**src/lect_pkg.sv**
```systemverilog
`timescale 1ns / 1ps
// ---------------------------------------------------------------------------
// lect_pkg
// Shared types, constants and helpers for the lane edge and center tracker.
// ---------------------------------------------------------------------------
package lect_pkg;

    localparam int IMAGE_COLUMNS = 80;
    localparam int HALF_COLUMNS  = 40;
    localparam int COL_W         = 7;
    localparam int ROW_W         = 5;
    localparam int ROW_DEPTH     = 32;
    localparam int SUM_W         = 12;
    localparam int DIV_STEPS     = SUM_W;
    localparam int CNT_W         = 4;
    localparam int DIVR_W        = 5;

    localparam logic [ROW_W-1:0] NEAR_ROW = 5'd29;
    localparam logic [ROW_W-1:0] FAR_ROW  = 5'd2;
    localparam logic [ROW_W-1:0] SCAN_TOP = 5'd30;

    localparam logic [COL_W-1:0] COL_LAST   = 7'd79;
    localparam logic [COL_W-1:0] COL_CENTER = 7'd40;
    localparam logic [7:0]       STEP_LIMIT = 8'd10;
    localparam logic [7:0]       RING_GAP   = 8'd40;
    localparam logic [7:0]       ZEBRA_MAX  = 8'd20;
    localparam logic [7:0]       ZEBRA_MIN  = 8'd3;

    localparam logic [2:0] CFG_RING_RIGHT   = 3'd0;
    localparam logic [2:0] CFG_RING_EXIT    = 3'd1;
    localparam logic [2:0] CFG_RING_INSIDE  = 3'd2;
    localparam logic [2:0] CFG_RING_ENTERED = 3'd3;
    localparam logic [2:0] CFG_STOP_DETECT  = 3'd4;

    typedef enum logic [2:0] {
        ST_IDLE,
        ST_FIND,
        ST_CALC,
        ST_CHECK,
        ST_DIV,
        ST_LOAD
    } state_t;

    typedef struct packed {
        logic load_in;
        logic find;
        logic calc;
        logic div_init;
        logic div_step;
        logic load_out;
    } ctrl_cmd_t;

    typedef struct packed {
        logic frame_row;
        logic div_empty;
        logic out_free;
    } ctrl_sts_t;

    // highest black column at or below from, bit 7 = found
    function automatic logic [7:0] find_down(input logic [IMAGE_COLUMNS-1:0] v,
                                             input logic [COL_W-1:0] from);
        logic [7:0] res;
        res = '0;
        for (int i = 0; i < IMAGE_COLUMNS; i++) begin
            if (v[i] && (COL_W'(i) <= from)) begin
                res = {1'b1, COL_W'(i)};
            end
        end
        return res;
    endfunction

    // lowest black column at or above from, bit 7 = found
    function automatic logic [7:0] find_up(input logic [IMAGE_COLUMNS-1:0] v,
                                           input logic [COL_W-1:0] from);
        logic [7:0] res;
        res = '0;
        for (int i = IMAGE_COLUMNS - 1; i >= 0; i--) begin
            if (v[i] && (COL_W'(i) >= from)) begin
                res = {1'b1, COL_W'(i)};
            end
        end
        return res;
    endfunction

    function automatic logic signed [10:0] sx8(input logic signed [10:0] x);
        return {{3{x[7]}}, x[7:0]};
    endfunction

    function automatic logic signed [10:0] u8(input logic signed [10:0] x);
        return {3'b000, x[7:0]};
    endfunction

endpackage

```
**src/lect_ctrl.sv**
```systemverilog
`timescale 1ns / 1ps
// ---------------------------------------------------------------------------
// lect_ctrl
// Row sequencer: edge search, row update, frame mean divide, result load.
// ---------------------------------------------------------------------------
module lect_ctrl (
    input  logic                 aclk,
    input  logic                 aresetn,
    input  logic                 s_valid,
    output logic                 s_ready,
    input  lect_pkg::ctrl_sts_t  sts,
    output lect_pkg::ctrl_cmd_t  cmd
);

    lect_pkg::state_t state_reg, state_next;
    logic [lect_pkg::CNT_W-1:0] cnt_reg, cnt_next;

    always_ff @(posedge aclk) begin
        if (!aresetn) begin
            state_reg <= lect_pkg::ST_IDLE;
            cnt_reg   <= '0;
        end else begin
            state_reg <= state_next;
            cnt_reg   <= cnt_next;
        end
    end

    always_comb begin
        state_next = state_reg;
        cnt_next   = cnt_reg;
        cmd        = '0;
        s_ready    = 1'b0;
        case (state_reg)
            lect_pkg::ST_IDLE: begin
                s_ready = 1'b1;
                if (s_valid) begin
                    cmd.load_in = 1'b1;
                    state_next  = lect_pkg::ST_FIND;
                end
            end
            lect_pkg::ST_FIND: begin
                cmd.find   = 1'b1;
                state_next = lect_pkg::ST_CALC;
            end
            lect_pkg::ST_CALC: begin
                cmd.calc   = 1'b1;
                state_next = lect_pkg::ST_CHECK;
            end
            lect_pkg::ST_CHECK: begin
                cmd.div_init = 1'b1;
                cnt_next     = '0;
                if (sts.frame_row && !sts.div_empty) begin
                    state_next = lect_pkg::ST_DIV;
                end else begin
                    state_next = lect_pkg::ST_LOAD;
                end
            end
            lect_pkg::ST_DIV: begin
                cmd.div_step = 1'b1;
                cnt_next     = cnt_reg + 1'b1;
                if (cnt_reg == lect_pkg::CNT_W'(lect_pkg::DIV_STEPS - 1)) begin
                    state_next = lect_pkg::ST_LOAD;
                end
            end
            lect_pkg::ST_LOAD: begin
                if (sts.out_free) begin
                    cmd.load_out = 1'b1;
                    state_next   = lect_pkg::ST_IDLE;
                end
            end
            default: begin
                state_next = lect_pkg::ST_IDLE;
            end
        endcase
    end

endmodule

```
**src/lect_datapath.sv**
```systemverilog
`timescale 1ns / 1ps
// ---------------------------------------------------------------------------
// lect_datapath
// Edge search, edge substitution and limiting, tracking state, serial divider
// and the result register.
// ---------------------------------------------------------------------------
module lect_datapath (
    input  logic                 aclk,
    input  logic                 aresetn,
    input  lect_pkg::ctrl_cmd_t  cmd,
    output lect_pkg::ctrl_sts_t  sts,
    input  logic                 cfg_we,
    input  logic [2:0]           cfg_index,
    input  logic                 cfg_data,
    input  logic [4:0]           s_row_index,
    input  logic [39:0]          s_pixels_left,
    input  logic [39:0]          s_pixels_right,
    input  logic                 m_ready,
    output logic                 m_valid,
    output logic [4:0]           m_row_number,
    output logic                 m_row_used,
    output logic signed [7:0]    m_left_edge,
    output logic [7:0]           m_right_edge,
    output logic [6:0]           m_center,
    output logic [7:0]           m_lane_width,
    output logic [1:0]           m_edge_status,
    output logic                 m_frame_done,
    output logic signed [8:0]    m_steering,
    output logic                 m_stop_request
);

    localparam int CW = lect_pkg::COL_W;
    localparam int RW = lect_pkg::ROW_W;

    // configuration
    logic ring_right_reg, ring_exit_reg, ring_inside_reg, ring_entered_reg, stop_detect_reg;

    // latched row
    logic [RW-1:0] row_reg;
    logic [lect_pkg::IMAGE_COLUMNS-1:0] pix_reg;

    // search results
    logic          lf_reg, rf_reg, pc_black_reg;
    logic [CW-1:0] lpos_reg, rpos_reg;

    // tracking state
    logic [CW-1:0] base_column_reg, base_column_next;
    logic [7:0]    rr0_reg, rr1_reg;
    logic [7:0]    lh0_reg, lh0_next, lh1_reg, lh1_next;
    logic [7:0]    rh0_reg, rh0_next, rh1_reg, rh1_next;
    logic [CW-1:0] prev_center_reg, prev_center_next;
    logic [CW-1:0] bottom_reg, bottom_next;
    logic [lect_pkg::SUM_W-1:0] center_sum_reg, center_sum_next;
    logic [RW-1:0] stop_row_reg, stop_row_next;
    logic          scan_ended_reg, scan_ended_next;
    logic [7:0]    near_width_reg, near_width_next;
    logic [7:0]    store_l_reg [lect_pkg::ROW_DEPTH];
    logic [7:0]    store_r_reg [lect_pkg::ROW_DEPTH];
    logic          push;

    // row result before frame fields
    logic          res_used_reg, res_used_next;
    logic [7:0]    res_l_reg, res_l_next, res_r_reg, res_r_next;
    logic [CW-1:0] res_mid_reg, res_mid_next;
    logic [1:0]    res_status_reg, res_status_next;

    // divider
    logic [lect_pkg::SUM_W-1:0]  quo_reg;
    logic [lect_pkg::DIVR_W-1:0] rem_reg, divisor_reg;
    logic [lect_pkg::DIVR_W:0]   trial;

    logic          frame_row, div_empty;
    logic signed [9:0] extrap;

    logic [lect_pkg::IMAGE_COLUMNS-1:0] in_vec;
    logic [CW-1:0] from_col;
    logic [7:0]    fl, fr;

    assign in_vec = {s_pixels_right, s_pixels_left};

    always_ff @(posedge aclk) begin
        if (!aresetn) begin
            ring_right_reg   <= 1'b0;
            ring_exit_reg    <= 1'b0;
            ring_inside_reg  <= 1'b0;
            ring_entered_reg <= 1'b0;
            stop_detect_reg  <= 1'b0;
        end else if (cfg_we) begin
            case (cfg_index)
                lect_pkg::CFG_RING_RIGHT:   ring_right_reg   <= cfg_data;
                lect_pkg::CFG_RING_EXIT:    ring_exit_reg    <= cfg_data;
                lect_pkg::CFG_RING_INSIDE:  ring_inside_reg  <= cfg_data;
                lect_pkg::CFG_RING_ENTERED: ring_entered_reg <= cfg_data;
                lect_pkg::CFG_STOP_DETECT:  stop_detect_reg  <= cfg_data;
                default: ;
            endcase
        end
    end

    always_ff @(posedge aclk) begin
        if (cmd.load_in) begin
            row_reg <= s_row_index;
            pix_reg <= in_vec;
        end
    end

    // edge search, from the base column on base rows, else the last center
    assign from_col = (row_reg > lect_pkg::NEAR_ROW) ? base_column_reg : prev_center_reg;
    assign fl = lect_pkg::find_down(pix_reg, from_col);
    assign fr = lect_pkg::find_up(pix_reg, from_col);

    always_ff @(posedge aclk) begin
        if (cmd.find) begin
            lf_reg       <= fl[7];
            rf_reg       <= fr[7];
            lpos_reg     <= fl[CW-1:0];
            rpos_reg     <= fr[CW-1:0];
            pc_black_reg <= pix_reg[prev_center_reg];
        end
    end

    always_comb begin
        logic signed [10:0] l, r, l1, l2, r1, r2, mid, pcs, s, lp, rp, lim;
        logic scan;
        base_column_next = base_column_reg;
        lh0_next         = lh0_reg;
        lh1_next         = lh1_reg;
        rh0_next         = rh0_reg;
        rh1_next         = rh1_reg;
        prev_center_next = prev_center_reg;
        bottom_next      = bottom_reg;
        center_sum_next  = center_sum_reg;
        stop_row_next    = stop_row_reg;
        scan_ended_next  = scan_ended_reg;
        near_width_next  = near_width_reg;
        push             = 1'b0;
        res_used_next    = 1'b0;
        res_l_next       = '0;
        res_r_next       = '0;
        res_mid_next     = '0;
        res_status_next  = {~rf_reg, ~lf_reg};
        lp  = {4'b0000, lpos_reg};
        rp  = {4'b0000, rpos_reg};
        l1  = {{3{lh0_reg[7]}}, lh0_reg};
        l2  = {{3{lh1_reg[7]}}, lh1_reg};
        r1  = {3'b000, rh0_reg};
        r2  = {3'b000, rh1_reg};
        pcs = {4'b0000, prev_center_reg};
        lim = {3'b000, lect_pkg::STEP_LIMIT};
        l   = '0;
        r   = '0;
        mid = '0;
        s   = '0;
        scan = (row_reg <= lect_pkg::NEAR_ROW) && (row_reg >= lect_pkg::FAR_ROW)
            && !scan_ended_reg;

        if (row_reg > lect_pkg::NEAR_ROW) begin
            if (lf_reg && rf_reg) begin
                l = lp;
                r = rp;
            end else if (!lf_reg && !rf_reg) begin
                l = '0;
                r = {4'b0000, lect_pkg::COL_LAST};
            end else if (!lf_reg) begin
                l = '0;
                r = rp;
            end else begin
                l = lp;
                r = {4'b0000, lect_pkg::COL_LAST};
            end
            if (!lf_reg && !rf_reg) begin
                mid = {4'b0000, base_column_reg};
            end else begin
                mid = (l + r) >>> 1;
            end
            if (row_reg == lect_pkg::SCAN_TOP) begin
                mid = (mid + {4'b0000, bottom_reg}) >>> 1;
                base_column_next = mid[CW-1:0];
                prev_center_next = mid[CW-1:0];
                center_sum_next  = '0;
                scan_ended_next  = 1'b0;
                stop_row_next    = lect_pkg::FAR_ROW;
            end else begin
                bottom_next = mid[CW-1:0];
            end
            push          = 1'b1;
            res_used_next = 1'b1;
        end else if (scan) begin
            if (pc_black_reg) begin
                stop_row_next   = row_reg + 1'b1;
                scan_ended_next = 1'b1;
            end else begin
                l = lf_reg ? lp : {{3{store_l_reg[row_reg][7]}}, store_l_reg[row_reg]};
                r = rf_reg ? rp : {3'b000, store_r_reg[row_reg]};
                if (!lf_reg && !rf_reg) begin
                    if (!ring_right_reg) begin
                        l = lect_pkg::sx8((l1 <<< 1) - l2);
                        r = lect_pkg::u8((r1 <<< 1) - r2);
                    end else if (!ring_inside_reg) begin
                        r = lect_pkg::u8(r1 + 11'sd1);
                        l = lect_pkg::sx8(l1 + 11'sd1);
                    end
                end else if (!lf_reg) begin
                    if (r > r1) begin
                        l = lect_pkg::sx8(l1 + r1 - r);
                        r = lect_pkg::u8((r1 <<< 1) - r);
                    end else begin
                        l = lect_pkg::sx8(l1 + r - r1);
                    end
                end else if (!rf_reg) begin
                    if (l < l1) begin
                        r = lect_pkg::u8(r1 + l1 - l);
                        l = lect_pkg::sx8((l1 <<< 1) - l);
                    end else begin
                        r = lect_pkg::u8(r1 + l - l1);
                    end
                end
                if (ring_exit_reg && ring_right_reg) begin
                    r = lect_pkg::u8(l + {3'b000, lect_pkg::RING_GAP});
                end
                // step limits compare signed differences
                if (r - r1 > lim) begin
                    r = lect_pkg::u8(r1 + lim);
                end else if (r - r1 < -lim) begin
                    r = lect_pkg::u8(r1 - lim);
                end
                if (l - l1 > lim) begin
                    l = lect_pkg::sx8(l1 + lim);
                end else if (l - l1 < -lim) begin
                    l = lect_pkg::sx8(l1 - lim);
                end
                // halve toward zero
                s   = l + r;
                mid = s >>> 1;
                if (s[10] && s[0]) begin
                    mid = mid + 11'sd1;
                end
                mid = lect_pkg::sx8(mid);
                if (mid - pcs > 11'sd3) begin
                    mid = pcs + 11'sd2;
                end
                if (mid - pcs < -11'sd3) begin
                    mid = pcs - 11'sd2;
                end
                if (mid < 0) begin
                    mid = '0;
                end else if (mid > {4'b0000, lect_pkg::COL_LAST}) begin
                    mid = {4'b0000, lect_pkg::COL_LAST};
                end
                center_sum_next = center_sum_reg + {5'b00000, mid[CW-1:0]};
                if (row_reg == lect_pkg::NEAR_ROW) begin
                    near_width_next = 8'(r - l);
                end
                if (row_reg == lect_pkg::FAR_ROW) begin
                    stop_row_next = lect_pkg::FAR_ROW;
                end
                prev_center_next = mid[CW-1:0];
                push             = 1'b1;
                res_used_next    = 1'b1;
            end
        end

        if (push) begin
            lh1_next = lh0_reg;
            lh0_next = l[7:0];
            rh1_next = rh0_reg;
            rh0_next = r[7:0];
        end
        if (res_used_next) begin
            res_l_next   = l[7:0];
            res_r_next   = r[7:0];
            res_mid_next = mid[CW-1:0];
        end else begin
            res_status_next = '0;
        end
    end

    always_ff @(posedge aclk) begin
        if (!aresetn) begin
            base_column_reg <= lect_pkg::COL_CENTER;
            lh0_reg         <= '0;
            lh1_reg         <= '0;
            rh0_reg         <= '0;
            rh1_reg         <= '0;
            prev_center_reg <= '0;
            bottom_reg      <= '0;
            center_sum_reg  <= '0;
            stop_row_reg    <= lect_pkg::FAR_ROW;
            scan_ended_reg  <= 1'b0;
            near_width_reg  <= '0;
            for (int i = 0; i < lect_pkg::ROW_DEPTH; i++) begin
                store_l_reg[i] <= '0;
                store_r_reg[i] <= '0;
            end
        end else if (cmd.calc) begin
            base_column_reg <= base_column_next;
            lh0_reg         <= lh0_next;
            lh1_reg         <= lh1_next;
            rh0_reg         <= rh0_next;
            rh1_reg         <= rh1_next;
            prev_center_reg <= prev_center_next;
            bottom_reg      <= bottom_next;
            center_sum_reg  <= center_sum_next;
            stop_row_reg    <= stop_row_next;
            scan_ended_reg  <= scan_ended_next;
            near_width_reg  <= near_width_next;
            if (push) begin
                store_l_reg[row_reg] <= lh0_next;
                store_r_reg[row_reg] <= rh0_next;
            end
        end
    end

    always_ff @(posedge aclk) begin
        if (cmd.calc) begin
            res_used_reg   <= res_used_next;
            res_l_reg      <= res_l_next;
            res_r_reg      <= res_r_next;
            res_mid_reg    <= res_mid_next;
            res_status_reg <= res_status_next;
        end
    end

    // frame mean: restoring divide, one quotient bit a cycle
    assign frame_row = (row_reg == lect_pkg::FAR_ROW);
    assign div_empty = (center_sum_reg == '0) || (stop_row_reg > lect_pkg::NEAR_ROW);
    assign trial     = {rem_reg, quo_reg[lect_pkg::SUM_W-1]};

    always_ff @(posedge aclk) begin
        if (cmd.div_init) begin
            quo_reg     <= center_sum_reg;
            rem_reg     <= '0;
            divisor_reg <= lect_pkg::DIVR_W'(lect_pkg::SCAN_TOP - stop_row_reg);
        end else if (cmd.div_step) begin
            if (trial >= {1'b0, divisor_reg}) begin
                rem_reg <= lect_pkg::DIVR_W'(trial - {1'b0, divisor_reg});
                quo_reg <= {quo_reg[lect_pkg::SUM_W-2:0], 1'b1};
            end else begin
                rem_reg <= trial[lect_pkg::DIVR_W-1:0];
                quo_reg <= {quo_reg[lect_pkg::SUM_W-2:0], 1'b0};
            end
        end
    end

    assign extrap = ({{2{rr0_reg[7]}}, rr0_reg} <<< 1) - {{2{rr1_reg[7]}}, rr1_reg};

    always_ff @(posedge aclk) begin
        if (!aresetn) begin
            rr0_reg <= 8'(lect_pkg::COL_CENTER);
            rr1_reg <= 8'(lect_pkg::COL_CENTER);
        end else if (cmd.load_out && frame_row && !div_empty) begin
            rr1_reg <= rr0_reg;
            rr0_reg <= quo_reg[7:0];
        end
    end

    // result register
    always_ff @(posedge aclk) begin
        if (!aresetn) begin
            m_valid <= 1'b0;
        end else if (cmd.load_out) begin
            m_valid <= 1'b1;
        end else if (m_ready) begin
            m_valid <= 1'b0;
        end
    end

    always_ff @(posedge aclk) begin
        if (cmd.load_out) begin
            m_row_number  <= row_reg;
            m_row_used    <= res_used_reg;
            m_left_edge   <= res_l_reg;
            m_right_edge  <= res_r_reg;
            m_center      <= res_mid_reg;
            m_lane_width  <= res_r_reg - res_l_reg;
            m_edge_status <= res_status_reg;
            m_frame_done  <= frame_row;
            if (!frame_row) begin
                m_steering <= '0;
            end else if (div_empty) begin
                m_steering <= extrap[8:0];
            end else begin
                m_steering <= quo_reg[8:0];
            end
            m_stop_request <= frame_row && stop_detect_reg && !ring_entered_reg
                && (near_width_reg > lect_pkg::ZEBRA_MIN)
                && (near_width_reg < lect_pkg::ZEBRA_MAX);
        end
    end

    assign sts.frame_row = frame_row;
    assign sts.div_empty = div_empty;
    assign sts.out_free  = !m_valid || m_ready;

endmodule

```
**src/lane_edge_center_tracker.sv**
```systemverilog
`timescale 1ns / 1ps
// ---------------------------------------------------------------------------
// lane_edge_center_tracker
// Per-row lane edge search and center tracking over a binarized frame.
// ---------------------------------------------------------------------------
// Rows enter one at a time, 31 down to 2. Each row passes through accept,
// edge search, row update, check and result load; on row 2 a bit-serial
// divide can run between check and result load to form the frame mean
// center. A finished result sits in the output register, and the next
// row is accepted while it waits. Configuration writes are taken at any time
// (cfg_ready is always high) but belong between frames.
module lane_edge_center_tracker (
    input  logic              aclk,
    input  logic              aresetn,
    input  logic              cfg_valid,
    output logic              cfg_ready,
    input  logic [2:0]        cfg_index,
    input  logic              cfg_data,
    input  logic              s_valid,
    output logic              s_ready,
    input  logic [4:0]        s_row_index,
    input  logic [39:0]       s_pixels_left,
    input  logic [39:0]       s_pixels_right,
    output logic              m_valid,
    input  logic              m_ready,
    output logic [4:0]        m_row_number,
    output logic              m_row_used,
    output logic signed [7:0] m_left_edge,
    output logic [7:0]        m_right_edge,
    output logic [6:0]        m_center,
    output logic [7:0]        m_lane_width,
    output logic [1:0]        m_edge_status,
    output logic              m_frame_done,
    output logic signed [8:0] m_steering,
    output logic              m_stop_request
);

    lect_pkg::ctrl_cmd_t cmd;
    lect_pkg::ctrl_sts_t sts;

    assign cfg_ready = 1'b1;

    lect_ctrl u_ctrl (
        .aclk    (aclk),
        .aresetn (aresetn),
        .s_valid (s_valid),
        .s_ready (s_ready),
        .sts     (sts),
        .cmd     (cmd)
    );

    lect_datapath u_dp (
        .aclk           (aclk),
        .aresetn        (aresetn),
        .cmd            (cmd),
        .sts            (sts),
        .cfg_we         (cfg_valid && cfg_ready),
        .cfg_index      (cfg_index),
        .cfg_data       (cfg_data),
        .s_row_index    (s_row_index),
        .s_pixels_left  (s_pixels_left),
        .s_pixels_right (s_pixels_right),
        .m_ready        (m_ready),
        .m_valid        (m_valid),
        .m_row_number   (m_row_number),
        .m_row_used     (m_row_used),
        .m_left_edge    (m_left_edge),
        .m_right_edge   (m_right_edge),
        .m_center       (m_center),
        .m_lane_width   (m_lane_width),
        .m_edge_status  (m_edge_status),
        .m_frame_done   (m_frame_done),
        .m_steering     (m_steering),
        .m_stop_request (m_stop_request)
    );

    a_frame_row: assert property (@(posedge aclk) disable iff (!aresetn)
        m_valid && m_frame_done |-> m_row_number == lect_pkg::FAR_ROW)
        else $error("frame flag on a row other than the last");

    a_unused_zero: assert property (@(posedge aclk) disable iff (!aresetn)
        m_valid && !m_row_used |-> m_center == '0 && m_lane_width == '0
            && m_edge_status == '0)
        else $error("unused row carries edge data");

    a_center_range: assert property (@(posedge aclk) disable iff (!aresetn)
        m_valid |-> m_center <= lect_pkg::COL_LAST)
        else $error("center out of range");

    a_frame_fields: assert property (@(posedge aclk) disable iff (!aresetn)
        m_valid && !m_frame_done |-> m_steering == '0 && !m_stop_request)
        else $error("frame fields set on an inner row");

endmodule

```
**config.mk**
```make
export PLATFORM = sky130hd
export DESIGN_NAME = lane_edge_center_tracker
export DESIGN_NICKNAME = d
export VERILOG_FILES = /design/src/lect_pkg.sv /design/src/lect_ctrl.sv /design/src/lect_datapath.sv /design/src/lane_edge_center_tracker.sv
export SDC_FILE = /design/constraint.sdc
export NUM_CORES = 2
export LEC_CHECK = 0
export BUFFER_PORTS_ARGS = -buffer_cell sky130_fd_sc_hd__buf_2
export CAP_MARGIN = 20
export CORE_ASPECT_RATIO = 0.6
export CORE_MARGIN = 3
export CORE_UTILIZATION = 30
export DETAILED_ROUTE_END_ITERATION = 6
export GPL_TIMING_DRIVEN = 0
export MAX_ROUTING_LAYER = met4
export PLACE_DENSITY_LB_ADDON = 0.25
export SYNTH_ARGS = -nofsm -noshare
export SYNTH_HDL_FRONTEND = slang
export SYNTH_SLANG_ARGS = --single-unit
```
**constraint.sdc**
```tcl
create_clock -name aclk -period 37.8 [get_ports aclk]
set_clock_uncertainty 0.15 [all_clocks]
set_input_delay 0 -clock aclk [delete_from_list [all_inputs] [get_ports aclk]]
set_output_delay 0 -clock aclk [all_outputs]
set_load 0.02 [all_outputs]
```
==> impl_metrics.ini <==
[logic_synthesis]
yosysWarnings = 0
synth_top_area_share_pct = 44.0
synthTopCellsByCount = nor2_1, edfxtp_1, nand2_1, a21oi_1, o21ai_0
yosysTopAreaCell = edfxtp_1
yosys-top-cells-area = edfxtp_1, mux4_2, nor2_1
ys_ff_latch = 823
async_reset_ff_share_pct = 0
syn_nets = 4874
ys_types = 108
syn_area_sq_um = 48300
synth_cells = 4572
synth_edf_count = 707
yosysMostFrequentCell = nor2_1
syn_avg_cell_area_sq_um = 10.6
seq_area_frac_synth_pct = 48.8
ys.flop_type = edfxtp_1

[worst_setup_path]
slowest_stage = o311ai_0
crit_type = reg -> reg
crit_arrival_ps = 24190
r2r_end = u_dp.center_sum_reg[7]
r2r_slack_ps = 14070
crit_buf_inv = 13
cp_max_fo = 10
cp_data_required_time_ps = 38270
reg2reg_depth = 72
path_delay_family = compound AO/OA/AOI/OAI gates
cp-start-kind = flip-flop
end_kind = flip-flop
slowest_delay_ps = 890
worst_path_most_repeated_cell = ha_1

[worst_hold_path]
holdPathStages = 4
min_path_type = in -> reg
worst_hold_startpoint = s_row_index[1]

[cts]
cts_root_buf = clkbuf_16
clock_latency_ps = 720
htree_levels = 3
cts.path.max_buffers = 3
clkTransAtPathRegs_ps = 60
cts_made_buffers = 86
post-cts-setup-buffer-count = 0
clock-sinks = 823
cts_tree = built

[floorplanning]
die_w_microns = 524
die_h_microns = 317
core_region_area_sq_um = 159000
initial_core_util_pct = 30.3
core.rowCount = 113
die_area_sq_um = 166000
ios = 147

[timing]
timing.final.crit_share_pct = 62.8
drv_slew = 0
worst_pin_slew_ps = 1240
rsz0062_at_grt = no
setup_viol = 0
fmax_mhz = 42.1
holdWs_ps = 84.5
finalHoldViolCount = 0
slew_headroom_pct = 15.1
tns_ps = 0
min_period_ps = 23730

[placement]
post-dp-hpwl_microns = 155000
gp_congestion = 1.03
port_buffers = 145

[detailed_routing]
drtAntennaViolNets = 0
routed_via_density = 5.64
drtIter0Drc = 6370
wirelength_microns = 197000
post_drt_wl_per_cell_microns = 27.2
drtPass1Iterations = 6
via_count = 40800
drc = 0

[cells_and_area]
drive_gt1_share_pct = 12.1
synthToLayoutAreaGrowth_pct = 17.7
final_nets = 5331
n_fill_cell = 15900

[grt]
grt_pass1_wl_microns = 277000
grt_start_max_net_pins = 69
grt_pass1_vias = 37100
grt_overflow = 0
antenna_found_initial = 12
grt_use_total_pct = 23.8

[flow_run]
drv_cap = 0

[outcome]
outcome = completed
[cell families after synthesis]
logic type / count (synthesis) / synth area share, %
AND/OR/NAND/NOR: 1639 / 15.0
AO/OA/AOI/OAI: 995 / 13.3
flip-flops: 823 / 48.8
buffers and inverters: 493 / 4.17
multiplexers: 282 / 10.4
adder cells (fa/ha/maj): 209 / 5.93
XOR/XNOR: 130 / 2.39
other: 1 / 0.00777
[per-layer routing]
metal  GRT usage [%]  part of all wire (%)
met5               -                     0
met2            27.9                    36
met1            38.7                    49
met3            7.15                    13
met4            4.08                   1.7
[worst min-delay path: cells and delay by family]
kind	cells	cell delay, ps
buffers and inverters	2	710
and+or+nand+nor	1	60
AOI/OAI and AO/OA	1	100
[stage by stage]
stage	instance area [sq um]	cells	setup slack (ps)	utilization (%)
4_1_cts	56600	7212	14620	35.6
5_1_grt	56800	7233	13210	35.7
6_report	56800	7235	14070	35.7
3_3_place_gp	51600	6844	14590	32.5
2_1_floorplan	48300	4572	20850	-
3_5_place_dp	51900	6866	14700	32.7
[area by class of cell]
cell class	count	area (sq um)	area share, %
antenna	7	17.5	0.0308
inverter	223	837	1.47
tap	2127	2660	4.68
buffer	270	1180	2.08
clock inverter	44	482	0.848
sequential	823	23600	41.5
clock buffer	116	2300	4.06
multi-input combinational	3256	22700	40.0
timing repair buffer	369	3060	5.39
[worst max path at each step]
stage	endpoint	slack, ps	cells after the start
3_5_place_dp	u_dp.center_sum_reg[8]	14700	77
6_report	u_dp.center_sum_reg[7]	14070	72
2_1_floorplan	u_dp.center_sum_reg[7]	20850	79
3_3_place_gp	u_dp.center_sum_reg[7]	14590	71
5_1_grt	u_dp.center_sum_reg[7]	13210	78
4_1_cts	u_dp.center_sum_reg[8]	14620	77
[timing repair]
item / in CTS / in global routing
endpoints found under the hold margin: 133 / 0
gates resized for setup: 0 / 0
hold buffers: 186 / 0
[layout by cell type (no fill, tap or decap), drive strengths merged, types with 53 or more instances in the layout]
cell type    count
a21o            56
a21oi          271
buf            244
clkbuf         325
dfxtp          116
dlygate4sd3    186
edfxtp         707
ha             175
inv            226
mux2i           77
mux4           173
nand2          396
nand2b          53
nand3           73
nor2           798
nor3            69
o21ai          262
xnor2           78
Power is left out: the tool's default activity adds up to more than one toggle a clock period on the data nets, which glitch-free logic cannot reach.
